<file path="config.mk">
export PLATFORM = sky130hd
export DESIGN_NAME = polyline_point_reducer_unit
export DESIGN_NICKNAME = d
export VERILOG_FILES = /design/src/hw/rtl/ppr_pkg.sv /design/src/hw/rtl/polyline_point_reducer_unit.sv
export SDC_FILE = /design/constraint.sdc
export NUM_CORES = 2
export LEC_CHECK = 0
export ABC_CLOCK_PERIOD_IN_PS = 18100
export BUFFER_PORTS_ARGS = -buffer_cell sky130_fd_sc_hd__buf_2
export CAP_MARGIN = 20
export CORE_UTILIZATION = 50
export CTS_CLUSTER_DIAMETER = 50
export DETAILED_ROUTE_END_ITERATION = 10
export GPL_TIMING_DRIVEN = 0
export PLACE_DENSITY = 0.66
export SLEW_MARGIN = 30
export SYNTH_ARGS = -nofsm -noshare
export SYNTH_HDL_FRONTEND = slang
export SYNTH_SLANG_ARGS = --single-unit
</file>
<file path="constraint.sdc">
create_clock -name clk -period 18.1 [get_ports clk]
set_clock_uncertainty 0.2 [all_clocks]
set_input_delay 3.62 -clock clk [delete_from_list [all_inputs] [get_ports clk]]
set_output_delay 3.62 -clock clk [all_outputs]
set_load 0.005 [all_outputs]
</file>
<file path="src/hw/rtl/ppr_pkg.sv">
package ppr_pkg;

	// coordinate and datapath widths
	localparam int CW = 24;
	localparam int DW = CW + 1;
	localparam int HW = (CW + 2 > 26) ? CW + 2 : 26;
	localparam int PW = 2 * HW;
	localparam int AW = 4 * HW + 2;
	localparam int THR_W = 52;
	localparam int TOL_W = 24;
	localparam int CFG_IW = 2;
	localparam int STEP_W = 4;

	// configuration register indexes
	localparam logic [CFG_IW-1:0] REG_THR = 2'd0;
	localparam logic [CFG_IW-1:0] REG_TOL = 2'd1;

	// pass phases
	typedef logic [1:0] phase_t;
	localparam phase_t PH_NONE = 2'd0;
	localparam phase_t PH_KEPT = 2'd1;
	localparam phase_t PH_PEND = 2'd2;

	typedef enum logic [6:0] {
		S_IDLE   = 7'b0000001,
		S_P1     = 7'b0000010,
		S_MUL    = 7'b0000100,
		S_P1_DEC = 7'b0001000,
		S_P2     = 7'b0010000,
		S_P2_DEC = 7'b0100000,
		S_EMIT   = 7'b1000000
	} state_t;

	typedef enum logic [1:0] {M_TURN, M_NEAR, M_FAR} mode_t;

	typedef enum logic [3:0] {
		OP_D0, OP_D1, OP_D2, OP_D3, OP_TOL,
		OP_CLO, OP_CHI, OP_TLO, OP_THI, OP_LLO, OP_LHI
	} opnd_t;

	typedef enum logic [1:0] {SH_0, SH_H, SH_2H} shift_t;

	// one step of the multiply-accumulate program
	typedef struct packed {
		opnd_t  a;
		opnd_t  b;
		shift_t sh;
		logic   sub;
		logic   clr;
		logic   lat_c;
		logic   lat_l;
		logic   lat_t;
		logic   last;
	} ustep_t;

	// microprogram: turn test, point distance, segment distance
	function automatic ustep_t ucode(input mode_t m, input logic [STEP_W-1:0] s);
		ustep_t u;
		u = '{a: OP_D0, b: OP_D0, sh: SH_0, sub: 1'b0, clr: 1'b0,
			lat_c: 1'b0, lat_l: 1'b0, lat_t: 1'b0, last: 1'b0};
		case (m)
			M_TURN: begin
				case (s)
					4'd0: begin u.a = OP_D0; u.b = OP_D1; u.clr = 1'b1; end
					default: begin u.a = OP_D2; u.b = OP_D3; u.sub = 1'b1; u.last = 1'b1; end
				endcase
			end
			M_NEAR: begin
				case (s)
					4'd0: begin u.a = OP_D0; u.b = OP_D0; u.clr = 1'b1; end
					4'd1: begin u.a = OP_D1; u.b = OP_D1; end
					default: begin u.a = OP_TOL; u.b = OP_TOL; u.sub = 1'b1; u.last = 1'b1; end
				endcase
			end
			default: begin
				case (s)
					4'd0: begin u.a = OP_D3; u.b = OP_D0; u.clr = 1'b1; end
					4'd1: begin u.a = OP_D2; u.b = OP_D1; u.sub = 1'b1; end
					4'd2: begin u.lat_c = 1'b1; u.a = OP_D2; u.b = OP_D2; u.clr = 1'b1; end
					4'd3: begin u.a = OP_D3; u.b = OP_D3; end
					4'd4: begin u.lat_l = 1'b1; u.a = OP_TOL; u.b = OP_TOL; u.clr = 1'b1; end
					4'd5: begin u.lat_t = 1'b1; u.a = OP_CLO; u.b = OP_CLO; u.clr = 1'b1; end
					4'd6: begin u.a = OP_CLO; u.b = OP_CHI; u.sh = SH_H; end
					4'd7: begin u.a = OP_CLO; u.b = OP_CHI; u.sh = SH_H; end
					4'd8: begin u.a = OP_CHI; u.b = OP_CHI; u.sh = SH_2H; end
					4'd9: begin u.a = OP_TLO; u.b = OP_LLO; u.sub = 1'b1; end
					4'd10: begin u.a = OP_TLO; u.b = OP_LHI; u.sh = SH_H; u.sub = 1'b1; end
					4'd11: begin u.a = OP_THI; u.b = OP_LLO; u.sh = SH_H; u.sub = 1'b1; end
					default: begin
						u.a = OP_THI; u.b = OP_LHI; u.sh = SH_2H; u.sub = 1'b1; u.last = 1'b1;
					end
				endcase
			end
		endcase
		return u;
	endfunction

endpackage

</file>
<file path="src/hw/rtl/polyline_point_reducer_unit.sv">
// a vertex is taken only in the idle state, so a new vertex waits until the last one is through;
//   a vertex may need no test, the turn test, a point-distance test or a segment-distance test,
//   and every test runs on the single shared multiply-accumulate unit that walks each test
//   step by step, one product per cycle
// reset: arst_n clears both passes to awaiting ring start and both registers to zero
module polyline_point_reducer_unit (
	input  logic                               clk,
	input  logic                               arst_n,
	input  logic                               in_valid,
	output logic                               in_ready,
	input  logic signed [ppr_pkg::CW-1:0]      point_x,
	input  logic signed [ppr_pkg::CW-1:0]      point_y,
	input  logic                               ring_end,
	output logic                               out_valid,
	input  logic                               out_ready,
	output logic signed [ppr_pkg::CW-1:0]      kept_x,
	output logic signed [ppr_pkg::CW-1:0]      kept_y,
	output logic                               kept_end,
	input  logic                               cfg_valid,
	output logic                               cfg_ready,
	input  logic [ppr_pkg::CFG_IW-1:0]         cfg_index,
	input  logic [ppr_pkg::THR_W-1:0]          cfg_data
);

	localparam int CW = ppr_pkg::CW;
	localparam int DW = ppr_pkg::DW;
	localparam int HW = ppr_pkg::HW;
	localparam int PW = ppr_pkg::PW;
	localparam int AW = ppr_pkg::AW;

	ppr_pkg::state_t state_q;
	ppr_pkg::mode_t  mode_q;
	logic [ppr_pkg::STEP_W-1:0] step_q;

	logic [ppr_pkg::THR_W-1:0] thr_q;
	logic [ppr_pkg::TOL_W-1:0] tol_q;

	logic [CW-1:0] in_x_q, in_y_q;
	logic          in_last_q;
	logic [CW-1:0] f_kx_q, f_ky_q, f_px_q, f_py_q;
	ppr_pkg::phase_t f_phase_q;
	logic [CW-1:0] s_kx_q, s_ky_q, s_px_q, s_py_q;
	ppr_pkg::phase_t s_phase_q;
	logic [CW-1:0] cur_x_q, cur_y_q;
	logic          cur_last_q;
	logic          tail_q;

	logic          e0_v_q, e1_v_q, e0_end_q;
	logic [CW-1:0] e0_x_q, e0_y_q, e1_x_q, e1_y_q;

	logic          out_valid_q, kept_end_q;
	logic [CW-1:0] kept_x_q, kept_y_q;

	logic [3:0][DW-1:0] dmag_q;
	logic [3:0]         dneg_q;
	logic [AW-1:0]      acc_q;
	logic [PW-1:0]      cm_q, len_q, tol2_q;

	// difference operands for the test being started
	logic [3:0][CW-1:0] dpa, dpb;
	logic [3:0][DW-1:0] dif, dmag;
	logic [3:0]         dneg;
	logic               seg_zero;

	always_comb begin
		if (state_q == ppr_pkg::S_P1) begin
			dpa[0] = f_py_q;  dpb[0] = f_ky_q;
			dpa[1] = in_x_q;  dpb[1] = f_px_q;
			dpa[2] = in_y_q;  dpb[2] = f_py_q;
			dpa[3] = f_px_q;  dpb[3] = f_kx_q;
		end else begin
			dpa[0] = s_px_q;  dpb[0] = s_kx_q;
			dpa[1] = s_py_q;  dpb[1] = s_ky_q;
			dpa[2] = cur_x_q; dpb[2] = s_kx_q;
			dpa[3] = cur_y_q; dpb[3] = s_ky_q;
		end
		for (int i = 0; i < 4; i++) begin
			dif[i]  = {dpa[i][CW-1], dpa[i]} - {dpb[i][CW-1], dpb[i]};
			dneg[i] = dif[i][DW-1];
			dmag[i] = dneg[i] ? (~dif[i] + DW'(1)) : dif[i];
		end
		seg_zero = (dif[2] == '0) && (dif[3] == '0);
	end

	// shared multiply-accumulate unit
	ppr_pkg::ustep_t u;
	logic [HW-1:0] opa, opb;
	logic          sga, sgb, tneg;
	logic [PW-1:0] prod;
	logic [AW-1:0] term, acc_nx, acc_abs;
	logic          keep_turn, keep_dist;

	function automatic logic [HW:0] pick(input ppr_pkg::opnd_t s,
		input logic [3:0][DW-1:0] m, input logic [3:0] n, input logic [ppr_pkg::TOL_W-1:0] t,
		input logic [PW-1:0] c, input logic [PW-1:0] l, input logic [PW-1:0] t2);
		logic [HW:0] r;
		case (s)
			ppr_pkg::OP_D0:  r = {n[0], HW'(m[0])};
			ppr_pkg::OP_D1:  r = {n[1], HW'(m[1])};
			ppr_pkg::OP_D2:  r = {n[2], HW'(m[2])};
			ppr_pkg::OP_D3:  r = {n[3], HW'(m[3])};
			ppr_pkg::OP_TOL: r = {1'b0, HW'(t)};
			ppr_pkg::OP_CLO: r = {1'b0, c[HW-1:0]};
			ppr_pkg::OP_CHI: r = {1'b0, c[PW-1:HW]};
			ppr_pkg::OP_TLO: r = {1'b0, t2[HW-1:0]};
			ppr_pkg::OP_THI: r = {1'b0, t2[PW-1:HW]};
			ppr_pkg::OP_LLO: r = {1'b0, l[HW-1:0]};
			ppr_pkg::OP_LHI: r = {1'b0, l[PW-1:HW]};
			default:         r = '0;
		endcase
		return r;
	endfunction

	always_comb begin
		u = ppr_pkg::ucode(mode_q, step_q);
		{sga, opa} = pick(u.a, dmag_q, dneg_q, tol_q, cm_q, len_q, tol2_q);
		{sgb, opb} = pick(u.b, dmag_q, dneg_q, tol_q, cm_q, len_q, tol2_q);
		prod = opa * opb;
		case (u.sh)
			ppr_pkg::SH_H:  term = AW'(prod) << HW;
			ppr_pkg::SH_2H: term = AW'(prod) << (2 * HW);
			default:        term = AW'(prod);
		endcase
		tneg = sga ^ sgb ^ u.sub;
		acc_nx = (u.clr ? '0 : acc_q) + (term ^ {AW{tneg}}) + AW'(tneg);
		acc_abs = acc_q[AW-1] ? (~acc_q + AW'(1)) : acc_q;
		keep_turn = acc_abs >= AW'(thr_q);
		keep_dist = !acc_q[AW-1];
	end

	logic out_free;
	logic load_out;
	assign out_free  = !out_valid_q || out_ready;
	assign load_out  = (state_q == ppr_pkg::S_EMIT) && (e0_v_q || e1_v_q) && out_free;
	assign in_ready  = (state_q == ppr_pkg::S_IDLE);
	assign cfg_ready = 1'b1;
	assign out_valid = out_valid_q;
	assign kept_x    = kept_x_q;
	assign kept_y    = kept_y_q;
	assign kept_end  = kept_end_q;

	// sequencer and datapath registers
	always_ff @(posedge clk or negedge arst_n) begin
		if (!arst_n) begin
			state_q <= ppr_pkg::S_IDLE;
			mode_q <= ppr_pkg::M_TURN;
			step_q <= '0;
			thr_q <= '0;
			tol_q <= '0;
			in_x_q <= '0; in_y_q <= '0; in_last_q <= 1'b0;
			f_kx_q <= '0; f_ky_q <= '0; f_px_q <= '0; f_py_q <= '0;
			f_phase_q <= ppr_pkg::PH_NONE;
			s_kx_q <= '0; s_ky_q <= '0; s_px_q <= '0; s_py_q <= '0;
			s_phase_q <= ppr_pkg::PH_NONE;
			cur_x_q <= '0; cur_y_q <= '0; cur_last_q <= 1'b0;
			tail_q <= 1'b0;
			e0_v_q <= 1'b0; e1_v_q <= 1'b0; e0_end_q <= 1'b0;
			e0_x_q <= '0; e0_y_q <= '0; e1_x_q <= '0; e1_y_q <= '0;
			out_valid_q <= 1'b0; kept_end_q <= 1'b0;
			kept_x_q <= '0; kept_y_q <= '0;
			dmag_q <= '0; dneg_q <= '0;
			acc_q <= '0; cm_q <= '0; len_q <= '0; tol2_q <= '0;
		end else begin
			// configuration writes
			if (cfg_valid) begin
				unique case (cfg_index)
					ppr_pkg::REG_THR: thr_q <= cfg_data;
					ppr_pkg::REG_TOL: tol_q <= cfg_data[ppr_pkg::TOL_W-1:0];
					default: ;
				endcase
			end

			// output register loads or drains
			if (load_out)
				out_valid_q <= 1'b1;
			else if (out_valid_q && out_ready)
				out_valid_q <= 1'b0;

			unique case (state_q)
				ppr_pkg::S_IDLE: begin
					if (in_valid) begin
						in_x_q <= point_x;
						in_y_q <= point_y;
						in_last_q <= ring_end;
						state_q <= ppr_pkg::S_P1;
					end
				end
				ppr_pkg::S_P1: begin
					dmag_q <= dmag;
					dneg_q <= dneg;
					step_q <= '0;
					mode_q <= ppr_pkg::M_TURN;
					state_q <= (f_phase_q == ppr_pkg::PH_PEND) ? ppr_pkg::S_MUL : ppr_pkg::S_P1_DEC;
				end
				ppr_pkg::S_MUL: begin
					acc_q <= acc_nx;
					if (u.lat_c) cm_q <= acc_abs[PW-1:0];
					if (u.lat_l) len_q <= acc_q[PW-1:0];
					if (u.lat_t) tol2_q <= acc_q[PW-1:0];
					step_q <= step_q + 4'd1;
					if (u.last)
						state_q <= (mode_q == ppr_pkg::M_TURN) ? ppr_pkg::S_P1_DEC : ppr_pkg::S_P2_DEC;
				end
				ppr_pkg::S_P1_DEC: begin
					case (f_phase_q)
						ppr_pkg::PH_KEPT: begin
							if (in_last_q) begin
								cur_x_q <= in_x_q; cur_y_q <= in_y_q; cur_last_q <= 1'b1;
								tail_q <= 1'b0;
								f_phase_q <= ppr_pkg::PH_NONE;
								state_q <= ppr_pkg::S_P2;
							end else begin
								f_px_q <= in_x_q; f_py_q <= in_y_q;
								f_phase_q <= ppr_pkg::PH_PEND;
								state_q <= ppr_pkg::S_IDLE;
							end
						end
						ppr_pkg::PH_PEND: begin
							if (keep_turn) begin
								cur_x_q <= f_px_q; cur_y_q <= f_py_q; cur_last_q <= 1'b0;
								f_kx_q <= f_px_q; f_ky_q <= f_py_q;
								tail_q <= in_last_q;
								state_q <= ppr_pkg::S_P2;
							end else if (in_last_q) begin
								cur_x_q <= in_x_q; cur_y_q <= in_y_q; cur_last_q <= 1'b1;
								tail_q <= 1'b0;
								state_q <= ppr_pkg::S_P2;
							end else begin
								state_q <= ppr_pkg::S_IDLE;
							end
							if (in_last_q)
								f_phase_q <= ppr_pkg::PH_NONE;
							else begin
								f_px_q <= in_x_q; f_py_q <= in_y_q;
							end
						end
						default: begin
							cur_x_q <= in_x_q; cur_y_q <= in_y_q; cur_last_q <= 1'b0;
							f_kx_q <= in_x_q; f_ky_q <= in_y_q;
							tail_q <= in_last_q;
							f_phase_q <= in_last_q ? ppr_pkg::PH_NONE : ppr_pkg::PH_KEPT;
							state_q <= ppr_pkg::S_P2;
						end
					endcase
				end
				ppr_pkg::S_P2: begin
					dmag_q <= dmag;
					dneg_q <= dneg;
					step_q <= '0;
					mode_q <= seg_zero ? ppr_pkg::M_NEAR : ppr_pkg::M_FAR;
					state_q <= (s_phase_q == ppr_pkg::PH_PEND) ? ppr_pkg::S_MUL : ppr_pkg::S_P2_DEC;
				end
				ppr_pkg::S_P2_DEC: begin
					case (s_phase_q)
						ppr_pkg::PH_KEPT: begin
							e0_v_q <= cur_last_q;
							e1_v_q <= 1'b0;
							e0_x_q <= cur_x_q; e0_y_q <= cur_y_q;
							e0_end_q <= 1'b1;
							if (cur_last_q) begin
								s_phase_q <= ppr_pkg::PH_NONE;
							end else begin
								s_px_q <= cur_x_q; s_py_q <= cur_y_q;
								s_phase_q <= ppr_pkg::PH_PEND;
							end
						end
						ppr_pkg::PH_PEND: begin
							e0_v_q <= keep_dist;
							e0_x_q <= s_px_q; e0_y_q <= s_py_q;
							e0_end_q <= 1'b0;
							if (keep_dist) begin
								s_kx_q <= s_px_q; s_ky_q <= s_py_q;
							end
							e1_v_q <= cur_last_q;
							e1_x_q <= cur_x_q; e1_y_q <= cur_y_q;
							if (cur_last_q) begin
								s_phase_q <= ppr_pkg::PH_NONE;
							end else begin
								s_px_q <= cur_x_q; s_py_q <= cur_y_q;
							end
						end
						default: begin
							e0_v_q <= 1'b1;
							e1_v_q <= 1'b0;
							e0_x_q <= cur_x_q; e0_y_q <= cur_y_q;
							e0_end_q <= cur_last_q;
							s_kx_q <= cur_x_q; s_ky_q <= cur_y_q;
							s_phase_q <= cur_last_q ? ppr_pkg::PH_NONE : ppr_pkg::PH_KEPT;
						end
					endcase
					state_q <= ppr_pkg::S_EMIT;
				end
				ppr_pkg::S_EMIT: begin
					if (e0_v_q) begin
						if (out_free) begin
							kept_x_q <= e0_x_q; kept_y_q <= e0_y_q; kept_end_q <= e0_end_q;
							e0_v_q <= 1'b0;
						end
					end else if (e1_v_q) begin
						if (out_free) begin
							kept_x_q <= e1_x_q; kept_y_q <= e1_y_q; kept_end_q <= 1'b1;
							e1_v_q <= 1'b0;
						end
					end else if (tail_q) begin
						cur_x_q <= in_x_q; cur_y_q <= in_y_q; cur_last_q <= 1'b1;
						tail_q <= 1'b0;
						state_q <= ppr_pkg::S_P2;
					end else begin
						state_q <= ppr_pkg::S_IDLE;
					end
				end
				default: state_q <= ppr_pkg::S_IDLE;
			endcase
		end
	end

	// a transaction always starts pass one next
	a_accept_starts: assert property (@(posedge clk) disable iff (!arst_n)
		in_valid && in_ready |=> state_q == ppr_pkg::S_P1)
		else $error("accepted vertex did not start pass one");

	// the multiply program never runs past its longest sequence
	a_step_bound: assert property (@(posedge clk) disable iff (!arst_n)
		state_q == ppr_pkg::S_MUL |-> step_q <= 4'd12)
		else $error("multiply step counter overran");

	// unused phase code is never reached
	a_phase_legal: assert property (@(posedge clk) disable iff (!arst_n)
		f_phase_q != 2'd3 && s_phase_q != 2'd3)
		else $error("pass phase reached unused code");

	// a pass-two decision is always followed by emission
	a_dec_emit: assert property (@(posedge clk) disable iff (!arst_n)
		state_q == ppr_pkg::S_P2_DEC |=> state_q == ppr_pkg::S_EMIT)
		else $error("pass two decision not followed by emission");

endmodule

</file>
==> impl_metrics.ini <==
[run_status]
status = finished, final reports clean

[cts]
cts_made_buffers = 120
htreeDepth = 3
tritoncts = yes
root_buffer = clkbuf_16
hold_buffers = 0
clock-sinks = 899
worst_skew_pair.late_latency_ns = 0.81
clkSlewWorstSetupHoldPaths_ns = 0.06
clockBufferDepth = 3

[final_layout]
fin_nets = 11100
nFillCells = 15000
multi_input_area_um2 = 54500
drive_gt1_frac = 0.104
seq_area_um2 = 22500
area_growth_pct = 11.1

[global_route]
grt_overflow = 0
grt_first_pass_wirelength_um = 508000
grt_use_total = 0.424
grt_pass1_vias = 74900
antenna_found_initial = 12
grt_max_degree = 127

[logic_synthesis]
synthFlopType = dfrtp_1
synth-edff-count = 0
yosysMostFrequentCell = nand2_1
synth.avg_cell_area_um2 = 8.51
synth_cell_types = 102
ys_warn_count = 0
synth_area_leaders = dfrtp_1 (27%), fa_1 (14%), nand2_1 (7.3%)
synth_commonest_cells = nand2_1 (1592), dfrtp_1 (898), inv_1 (870), nor2_1 (802), a21oi_1 (587)
syn-cell-area_um2 = 82000
synth-seq-cells = 899
synthCells = 9629
synth_top_area_frac = 0.274
yosysSeqAreaShare = 0.274
yosysTopAreaCell = dfrtp_1
async_flop_share = 1.00
synth_nets = 10800

[floorplan]
die_h_um = 407
fp.coreArea_um2 = 163000
die_x_um = 407
ioPinCount = 160
row_count = 148
start_util = 0.504
dieArea_um2 = 166000

[worst_setup_path]
endpoint_kind = flip-flop
slowest_stage = clkbuf_1
r2r_end = acc_q[102]
path_buf_inv = 10
crit_family = compound AO/OA/AOI/OAI gates
arrival_ns = 18.05
critPathKind = flip-flop to flip-flop
timing.rr.start = step_q[0]
cp_common_cell = fa_1
start_kind = flip-flop
rrSetupSlack_ns = 0.50
reg2reg_depth = 58
cp_max_fo = 10
cp.required_ns = 18.55
slowest_delay_ns = 0.59

[sta]
fmax_ghz = 0.0568
tightest_slew_ns = 1.16
fin_ws_ns = 0.495
fin_hold_ws_ns = 0.274
min_period_over_period = 0.973
min_period_ns = 17.60
fin_tns_setup_ns = 0
finalSetupViolations = 0
final_hold_viol_count = 0
drv_slew = 0
slew_headroom = 0.226

[hold_path]
hold_class = flip-flop to flip-flop
worst_hold_path.endpoint = s_ky_q[19]
timing.hold.worst_path_depth = 2
min-delay-start = s_ky_q[19]

[routing]
vias = 76100
drt_first_pass_iters = 9
routed_wl_um = 351000
drc = 0
drtAntennaViolNets = 0
via_per_inst = 6.21
drtIter0Drc = 8498
wl_per_cell_um = 28.7

[placed_design]
io_buffers = 158
dpl.hpwl_um = 283000
dp_slack_ns = -2.12
gp_congestion = 1.09

[run]
drv_cap = 0
[registers in the layout, indices dropped and copies added (netlist names), 52 cells and up]
name and cells:
len_q 52, acc_q 106, thr_q 52, tol2_q 52
dmag_q 100, cm_q 52
[worst register-to-register path: cells and delay by family, from the launching register on]
kind                       cells  cell delay (ns)
AOI/OAI and AO/OA             26             7.07
adders and majority gates     10             4.52
DFF                            1             0.44
xor gates and xnor gates       3             1.35
and+or+nand+nor                9             2.01
buffers and inverters         10             1.90
[worst max-delay path by stage]
| stage | slack, ns | from | endpoint | cells past startpoint |
|---|---|---|---|---|
| global placement | -6.75 | arst_n | kept_x[14] | 1 |
| global route | -0.008 | step_q[0] | acc_q[102] | 57 |
| CTS | 0.02 | step_q[0] | acc_q[102] | 57 |
| floorplan | 4.16 | step_q[0] | acc_q[102] | 57 |
| finish | 0.50 | step_q[0] | acc_q[102] | 58 |
| detailed placement | -2.12 | step_q[1] | acc_q[102] | 61 |
[logic make-up (layout without fill, tap and decap cells)]
family,count (synthesis),in the layout,synth area share
simple gates,3268,3268,0.177
compound gates,1999,1999,0.151
buf+inv,1442,1875,0.0670
fa+ha+maj,1036,1036,0.211
flops,899,899,0.274
mux,538,538,0.0715
xor+xnor,446,446,0.0477
other cells,1,15,0.0000457
[timing repair]
item | CTS | global route
endpoints found under the setup margin | 35 | 13
pin swaps | 0 | 5
resized for setup | 41 | 65
setup buffers | 0 | 10
[layer usage]
metal,up-vias,track usage,routed length [um]
met3,1258,0.106,33800
met2,4295,0.643,151000
met4,6,0.381,39100
met5,-,0,41
met1,37400,0.496,127000
li1,33100,-,-
[layout make-up]
class                           instances  area share
Multi-Input combinational cell       7288       0.599
Antenna cell                           14    0.000385
Timing Repair Buffer                  211      0.0150
Sequential cell                       899       0.247
Tap cell                             2175      0.0299
Clock buffer                          144      0.0359
Buffer                                563      0.0250
Inverter                              873      0.0360
Clock inverter                         84      0.0120
[metrics by stage]
step                       util  cells  cell area, um2
after floorplan               -   9629           82000
after global placement    0.525  12000           85500
after detailed placement  0.530  12000           86300
after CTS                 0.558  12200           90800
after global routing      0.559  12200           91000
final                     0.559  12300           91100
[placed cells by master, fill, tap and decap left out, types with 57 or more instances in the layout]
cell / n
inv_1: 870
mux2i_1: 159
a21o_1: 123
xnor2_1: 289
buf_2: 201
o21ai_0: 510
ha_1: 457
dfrtp_1: 898
or3_1: 96
nor3_1: 96
a31oi_1: 146
a22oi_1: 85
xor2_1: 131
nand4_1: 81
and2_1: 180
nand2_1: 1592
nor2b_1: 57
a21oi_1: 582
clkbuf_1: 467
clkbuf_16: 122
nor2_1: 797
mux2_2: 377
nand3_1: 81
and3_1: 58
fa_1: 579
Power is left out: the tool's default activity adds up to more than one toggle a clock period on the data nets, which glitch-free logic cannot reach.
